File: config.mk
export PLATFORM = sky130hd
export DESIGN_NAME = brs_cell
export DESIGN_NICKNAME = d
export VERILOG_FILES = /design/src/rtl/brs_pkg.sv /design/src/rtl/brs_cell.sv
export SDC_FILE = /design/constraint.sdc
export NUM_CORES = 1
export LEC_CHECK = 0
export BUFFER_PORTS_ARGS = -buffer_cell sky130_fd_sc_hd__buf_2
export CORE_AREA = 2 2 92 94
export CTS_BUF_LIST = sky130_fd_sc_hd__clkbuf_8
export CTS_CLUSTER_SIZE = 12
export DETAILED_ROUTE_END_ITERATION = 8
export DIE_AREA = 0 0 94 96
export PLACE_DENSITY = 0.76
export SLEW_MARGIN = 15
export SYNTH_ARGS = -nofsm -noshare
export SYNTH_HDL_FRONTEND = slang
export SYNTH_SLANG_ARGS = --single-unit
export TNS_END_PERCENT = 50
File: constraint.sdc
create_clock -name clk_i -period 1.5 [get_ports clk_i]
set_clock_uncertainty 0.05 [all_clocks]
set_input_delay 0.075 -clock clk_i [delete_from_list [all_inputs] [get_ports clk_i]]
set_output_delay 0.075 -clock clk_i [all_outputs]
set_load 0.05 [all_outputs]
File: src/rtl/brs_pkg.sv
// shared types and constants for the blocked reachability search
package brs_pkg;

  localparam int unsigned VERTEX_W     = 7;
  localparam int unsigned KIND_W       = 2;
  localparam int unsigned MAX_VERTICES = 64;
  localparam logic [VERTEX_W-1:0] COUNT_RESET = 7'd64;

  localparam logic [KIND_W-1:0] KIND_MARK  = 2'd0;
  localparam logic [KIND_W-1:0] KIND_EDGE  = 2'd1;
  localparam logic [KIND_W-1:0] KIND_RUN   = 2'd2;
  localparam logic [KIND_W-1:0] KIND_CLEAR = 2'd3;

  typedef struct packed {
    logic                clear;
    logic                set_mark;
    logic                mark_val;
    logic                add_edge;
    logic [VERTEX_W-1:0] vertex_a;
    logic [VERTEX_W-1:0] vertex_b;
    logic                start;
    logic                step;
    logic                load_hits;
    logic                shift;
  } cell_cmd_t;

endpackage

File: src/rtl/brs_cell.sv
// one vertex cell: adjacency row, blocking mark, visited and frontier bits, hit shift stage
module brs_cell #(
  parameter int unsigned MAX_VERTICES = brs_pkg::MAX_VERTICES,
  parameter int unsigned IDX          = 0
) (
  input  logic                    clk_i,
  input  logic                    rst_ni,
  input  brs_pkg::cell_cmd_t      cmd_i,
  input  logic                    in_use_i,
  input  logic [MAX_VERTICES-1:0] expand_i,
  input  logic                    hit_next_i,
  output logic                    expand_o,
  output logic                    frontier_o,
  output logic                    hit_o
);

  localparam logic [brs_pkg::VERTEX_W-1:0] SELF = brs_pkg::VERTEX_W'(IDX + 1);

  logic [MAX_VERTICES-1:0] row_q, row_d;
  logic                    mark_q, mark_d;
  logic                    vis_q, vis_d;
  logic                    fr_q, fr_d;
  logic                    hit_q, hit_d;
  logic [MAX_VERTICES-1:0] add_bits;
  logic                    reached;

  always_comb begin
    for (int k = 0; k < MAX_VERTICES; k++) begin
      add_bits[k] = ((cmd_i.vertex_a == SELF) &&
                     (cmd_i.vertex_b == brs_pkg::VERTEX_W'(k + 1))) ||
                    ((cmd_i.vertex_b == SELF) &&
                     (cmd_i.vertex_a == brs_pkg::VERTEX_W'(k + 1)));
    end
  end

  assign reached = |(row_q & expand_i);

  always_comb begin
    row_d  = row_q;
    mark_d = mark_q;
    vis_d  = vis_q;
    fr_d   = fr_q;
    hit_d  = hit_q;
    if (cmd_i.clear) begin
      row_d = '0;
      vis_d = 1'b0;
      fr_d  = 1'b0;
    end
    if (cmd_i.add_edge) begin
      row_d = row_q | add_bits;
    end
    if (cmd_i.set_mark && (cmd_i.vertex_a == SELF)) begin
      mark_d = cmd_i.mark_val;
    end
    if (cmd_i.start) begin
      vis_d = 1'b0;
      fr_d  = (IDX == 0) && in_use_i;
    end
    if (cmd_i.step) begin
      vis_d = vis_q | fr_q;
      fr_d  = in_use_i && !(vis_q | fr_q) && reached;
    end
    if (cmd_i.load_hits) begin
      hit_d = vis_q && mark_q && in_use_i;
    end
    if (cmd_i.shift) begin
      hit_d = hit_next_i;
    end
  end

  always_ff @(posedge clk_i or negedge rst_ni) begin
    if (!rst_ni) begin
      row_q  <= '0;
      mark_q <= 1'b0;
      vis_q  <= 1'b0;
      fr_q   <= 1'b0;
      hit_q  <= 1'b0;
    end else begin
      row_q  <= row_d;
      mark_q <= mark_d;
      vis_q  <= vis_d;
      fr_q   <= fr_d;
      hit_q  <= hit_d;
    end
  end

  assign expand_o   = fr_q && !mark_q;
  assign frontier_o = fr_q;
  assign hit_o      = hit_q;

endmodule

Yosys cells after proc, flatten, opt, wreduce, memory -nomap -nowiden
Cells that the tools add are included.
- bits in registers: 68
- bits of input ports: 90
- equality and inequality tests: 128
- multiplexer cells: 9
- bitwise operators: 3
- reductions and logical operators: 202
- operators by type and width (operator ; count):
    $eq A7 B6 Y1 const B ; 64
    $eq A7 B5 Y1 const B ; 32
    $logic_and A1 B1 Y1 ; 133
    $mux W64 ; 2
    $eq A7 B4 Y1 const B ; 16
    $and A64 B64 Y64 ; 1
    $or A64 B64 Y64 ; 1
    $reduce_or A64 Y1 ; 1
    $logic_or A1 B1 Y1 ; 63
    $eq A7 B3 Y1 const B ; 8
    $eq A7 B2 Y1 const B ; 4
    $eq A7 B1 Y1 const B ; 2
    $eq A7 B7 Y1 const B ; 2
    $mux W1 ; 7
    $reduce_bool A2 Y1 ; 2
    $reduce_bool A3 Y1 ; 1
    $logic_not A1 Y1 ; 2
    $or A1 B1 Y1 ; 1

Logic depth before layout (Yosys ltp)
- depth after elaboration: 5
- mapped depth: 8
- depth with buffers taken out: 5

Worst setup path before layout
Ideal clock, no wire load.
- kind: input-to-reg
- from: in cmd_i[14] (netlist bit)
- to: reg row_q[33]
- setup time: 0.066 ns
- data arrival time: 1.557 ns
- path slack: -0.173 ns
- cell stages on the path: 7
- path buffers: 2
- cell sequence: buf_2 > or4b_1 > buf_6 > nor3_4 > nand2_1 > o22ai_1 > a22o_1
- word-level cells in the longest chain between the ends: 5
- elaborated cells on any way between the ends: 7
- classes of those cells: eq/ne: 2; mux: 1; bitwise: 1; reduce/logical: 3
- RTL lines (item ; line ; source):
    start: declaration ; brs_cell.sv:8 ; input brs_pkg::cell_cmd_t cmd_i,
    $eq A7 B1 Y1 or $eq A7 B6 Y1 (tied branches) ; brs_cell.sv:29, brs_cell.sv:32 ;
    $logic_and A1 B1 Y1 (on tied branches) ; brs_cell.sv:29, brs_cell.sv:31 ;
    $logic_or A1 B1 Y1 * ; brs_cell.sv:30 ; (cmd_i.vertex_b == brs_pkg::VERTEX_W'(k + 1))) ||
    $or A64 B64 Y64 * ; brs_cell.sv:50 ; row_d = row_q | add_bits;
    $mux W64 * ; brs_cell.sv:49 ; if (cmd_i.add_edge) begin
    end signal: assignment ; brs_cell.sv:79 ; row_q <= row_d;
    end: declaration ; brs_cell.sv:19 ; logic [MAX_VERTICES-1:0] row_q, row_d;
Mark *: on every way between the ends. The rest lies on a longest branch, timed or not.
A chain may end at the register's enable or synchronous reset.

Worst setup path after layout
- from: reg row_q[2]
- to: reg fr_q, in the netlist frontier_o
- word-level cells in the longest chain between the ends: 4
- RTL lines (item ; line ; source):
    $and A64 B64 Y64 ; brs_cell.sv:36 ; assign reached = |(row_q & expand_i);
    $reduce_or A64 Y1 ; brs_cell.sv:36 ;
    $logic_and A1 B1 Y1 ; brs_cell.sv:61 ; fr_d = in_use_i && !(vis_q | fr_q) && reached;
    $mux W1 ; brs_cell.sv:59 ; if (cmd_i.step) begin
    end signal: assignment ; brs_cell.sv:82 ; fr_q <= fr_d;
    end: declaration ; brs_cell.sv:22 ; logic fr_q, fr_d;
Every way passes these cells.

==> flow_metrics.env <==
export IMPL_final_common_cell="buf_4"
export IMPL_post_route_min_period_ns=1.67
export IMPL_worst_setup_path_type="flip-flop to flip-flop"
export IMPL_utilization=0.727
export IMPL_violations="setup timing"
export IMPL_critPathArrivalTime_ns=1.86
export IMPL_final_cell_mix="buf_4, buf_2, dfrtp_1"
export IMPL_cts_htree_levels=3
export IMPL_fin_cells=728
export IMPL_root_buffer="clkbuf_8"
export IMPL_port_buffers=92
export IMPL_place_congestion=0.983
export IMPL_dp_cells=700
export IMPL_hold_class="input pin to flip-flop"
export IMPL_critical_path_top_delay_family="compound AO/OA/AOI/OAI gates"
export IMPL_drc_errors=0
export IMPL_die_area_um2=9020
export IMPL_tritoncts="done"
export IMPL_yosys_warnings=0
export IMPL_cp_max_fo=2
export IMPL_async_flop_share=1.00
export IMPL_grt_pass1_vias=4568
export IMPL_relSlewSlack=0.653
export IMPL_diodes=0
export IMPL_ant_nets=0
export IMPL_ys_seq_area_frac=0.437
export IMPL_worst_path_buf_inv=0
export IMPL_path_cells="a22o_1 > a221oi_1 > nand4_1 > nor4_1 > o22ai_1"
export IMPL_start_util=0.483
export IMPL_max_clock_freq_ghz=0.600
export IMPL_vias_per_cell=6.29
export IMPL_slowest_stage="dfrtp_1"
export IMPL_cp_startpoint="row_q[2]$_DFFE_PN0P_"
export IMPL_synth_cells=409
export IMPL_synth_fp_nets=499
export IMPL_finish_net_count=709
export IMPL_seq_area_um2=1700
export IMPL_critical_path_endpoint_type="flip-flop"
export IMPL_cp_required_ns=1.69
export IMPL_p_per_area_nw_per_um2=769
export IMPL_start_kind="flip-flop"
export IMPL_ys_flop_type="dfrtp_1"
export IMPL_die_w_um=94
export IMPL_fin_crit_sh=1.11
export IMPL_track_usage=0.378
export IMPL_totalWireLength_um=16400
export IMPL_first_pass_iters=5
export IMPL_r2r_setup_slack_ns=-0.17
export IMPL_critPathMaxStageDelay_ns=0.40
export IMPL_multi_input_area_um2=2210
export IMPL_hold_start="in_use_i"
export IMPL_leakagePower_uw=0.00272
export IMPL_peakVddDrop_mv=0.542
export IMPL_hpwl_um=12300
export IMPL_cts_buffers=9
export IMPL_tightestPinTransition_ns=0.519
export IMPL_via_count=4580
export IMPL_ioPinCount=93
export IMPL_ys_types=48
export IMPL_grt_max_degree=69
export IMPL_design_area_um2=5850
export IMPL_setup_viol=1
export IMPL_layout_drive_gt1_share=0.446
export IMPL_ys_seq_elements=68
export IMPL_avgSynthCellArea_um2=9.52
export IMPL_synth_edff_count=0
export IMPL_clock_latency_ns=0.36
export IMPL_cts_path_max_buffers=2
export IMPL_core_um2=8050
export IMPL_drtIter0Drc=456
export IMPL_antenna_found_initial=0
export IMPL_finalHoldViolations=0
export IMPL_fillCellCount=638
export IMPL_placed_cell_area_um2=5340
export IMPL_core_rowCount=33
export IMPL_overflow=0
export IMPL_slew_viol_final=0
export IMPL_worstReg2RegStart="row_q[2]$_DFFE_PN0P_"
export IMPL_rsz0062_at_grt="true"
export IMPL_path_clk_slew_ns=0.08
export IMPL_setup_ws_ns=-0.167
export IMPL_status="complete, but fails checks"
export IMPL_die_y_um=96
export IMPL_area_growth_pct=50.4
export IMPL_grt_pass1_wl_um=24800
export IMPL_wl_per_cell_um=22.5
export IMPL_clock_sinks=68
export IMPL_maxCapViolCount=0
export IMPL_finalPower_uw=4500
export IMPL_synth_area_um2=3890
routing by layer:
metal,routed length (um),vias to the layer above,global-route usage
met2,7690,257,0.626
li1,-,2057,-
met4,607,0,0.159
met5,0,-,0
met3,1450,54,0.0705
met1,6630,2212,0.490
registers in the layout, summed over array words and instances (netlist names):
register and cells:
hit_o 1, frontier_o 1, row_q 64, mark_q 1, vis_q 1
worst min-delay path, delay by kind of cell:
| family | cells | cell delay [ns] |
|---|---|---|
| AOI/OAI and AO/OA | 2 | 0.19 |
| buffers and inverters | 1 | 0.11 |
area by class of cell:
class | instances | share of cell area
multi-input cells | 307 | 0.377
flip-flops and latches | 68 | 0.291
repair buffers | 228 | 0.262
clock inverters | 6 | 0.0235
well taps | 105 | 0.0224
clock buffers | 9 | 0.0212
inverters | 5 | 0.00321
through the flow:
step           hold WS, ns  setup TNS, ns  setup WS, ns
2_1_floorplan       -0.271          -2.53        -0.142
3_3_place_gp        0.0708         -12.58        -0.397
3_5_place_dp        0.0845         -12.87        -0.392
4_1_cts             0.0113         -0.150        -0.150
5_1_grt             0.0230         -0.247        -0.193
6_report            0.0137         -0.167        -0.167
path summary, 6_finish.rpt:
kind	depth (start not counted)	end
max	5	frontier_o$_DFFE_PN0P_
min	3	frontier_o$_DFFE_PN0P_
max reg2reg	5	frontier_o$_DFFE_PN0P_
min reg2reg	1	row_q[8]$_DFFE_PN0P_
max in group asynchronous	3	row_q[7]$_DFFE_PN0P_
min in group asynchronous	3	row_q[28]$_DFFE_PN0P_
cell families (layout without fill, tap and decap cells):
kind of cell    after synthesis  count (layout)  synth area share
compound gates              175             175             0.326
simple gates                130             130             0.192
flops                        68              68             0.437
buf+inv                      34             248            0.0395
mux                           2               2           0.00579
where the power goes:
part	switching [uW]	internal, uW
sequential	6.96	1840
clock	771	1270
combinational	365	250
synthesized netlist by cell type, types with 2 or more instances:
library cell	count	area, um2
nor3_1	3	15.0
a31oi_1	8	50.1
o21ai_0	6	30.0
nor2_1	17	63.8
a41oi_1	5	43.8
mux2_2	2	22.5
o221ai_1	10	87.6
buf_1	3	11.3
dfrtp_1	68	1700
nand2_1	33	124
a221oi_1	16	140
o32ai_1	2	17.5
clkbuf_1	17	63.8
a22o_1	43	377
o22ai_1	33	206
a311oi_1	2	17.5
nand4_1	18	113
nand3_2	2	20.0
inv_1	4	15.0
nor3_4	2	32.5
buf_6	2	22.5
or2_2	3	18.8
nand3_1	23	115
buf_2	6	30.0
nand2b_1	4	25.0
a21oi_1	39	195
and2_1	3	18.8
o21ba_2	8	80.1
nor2b_1	8	50.1
repair_timing:
item	CTS	global route
buffers inserted	3	3
gates resized for setup	11	11
gates cloned	0	0
setup endpoints to repair	1	8
pin swaps	3	6
hold endpoints to repair	72	0
hold buffers	7	0
Note: power is estimated with default switching activity, not from simulation.
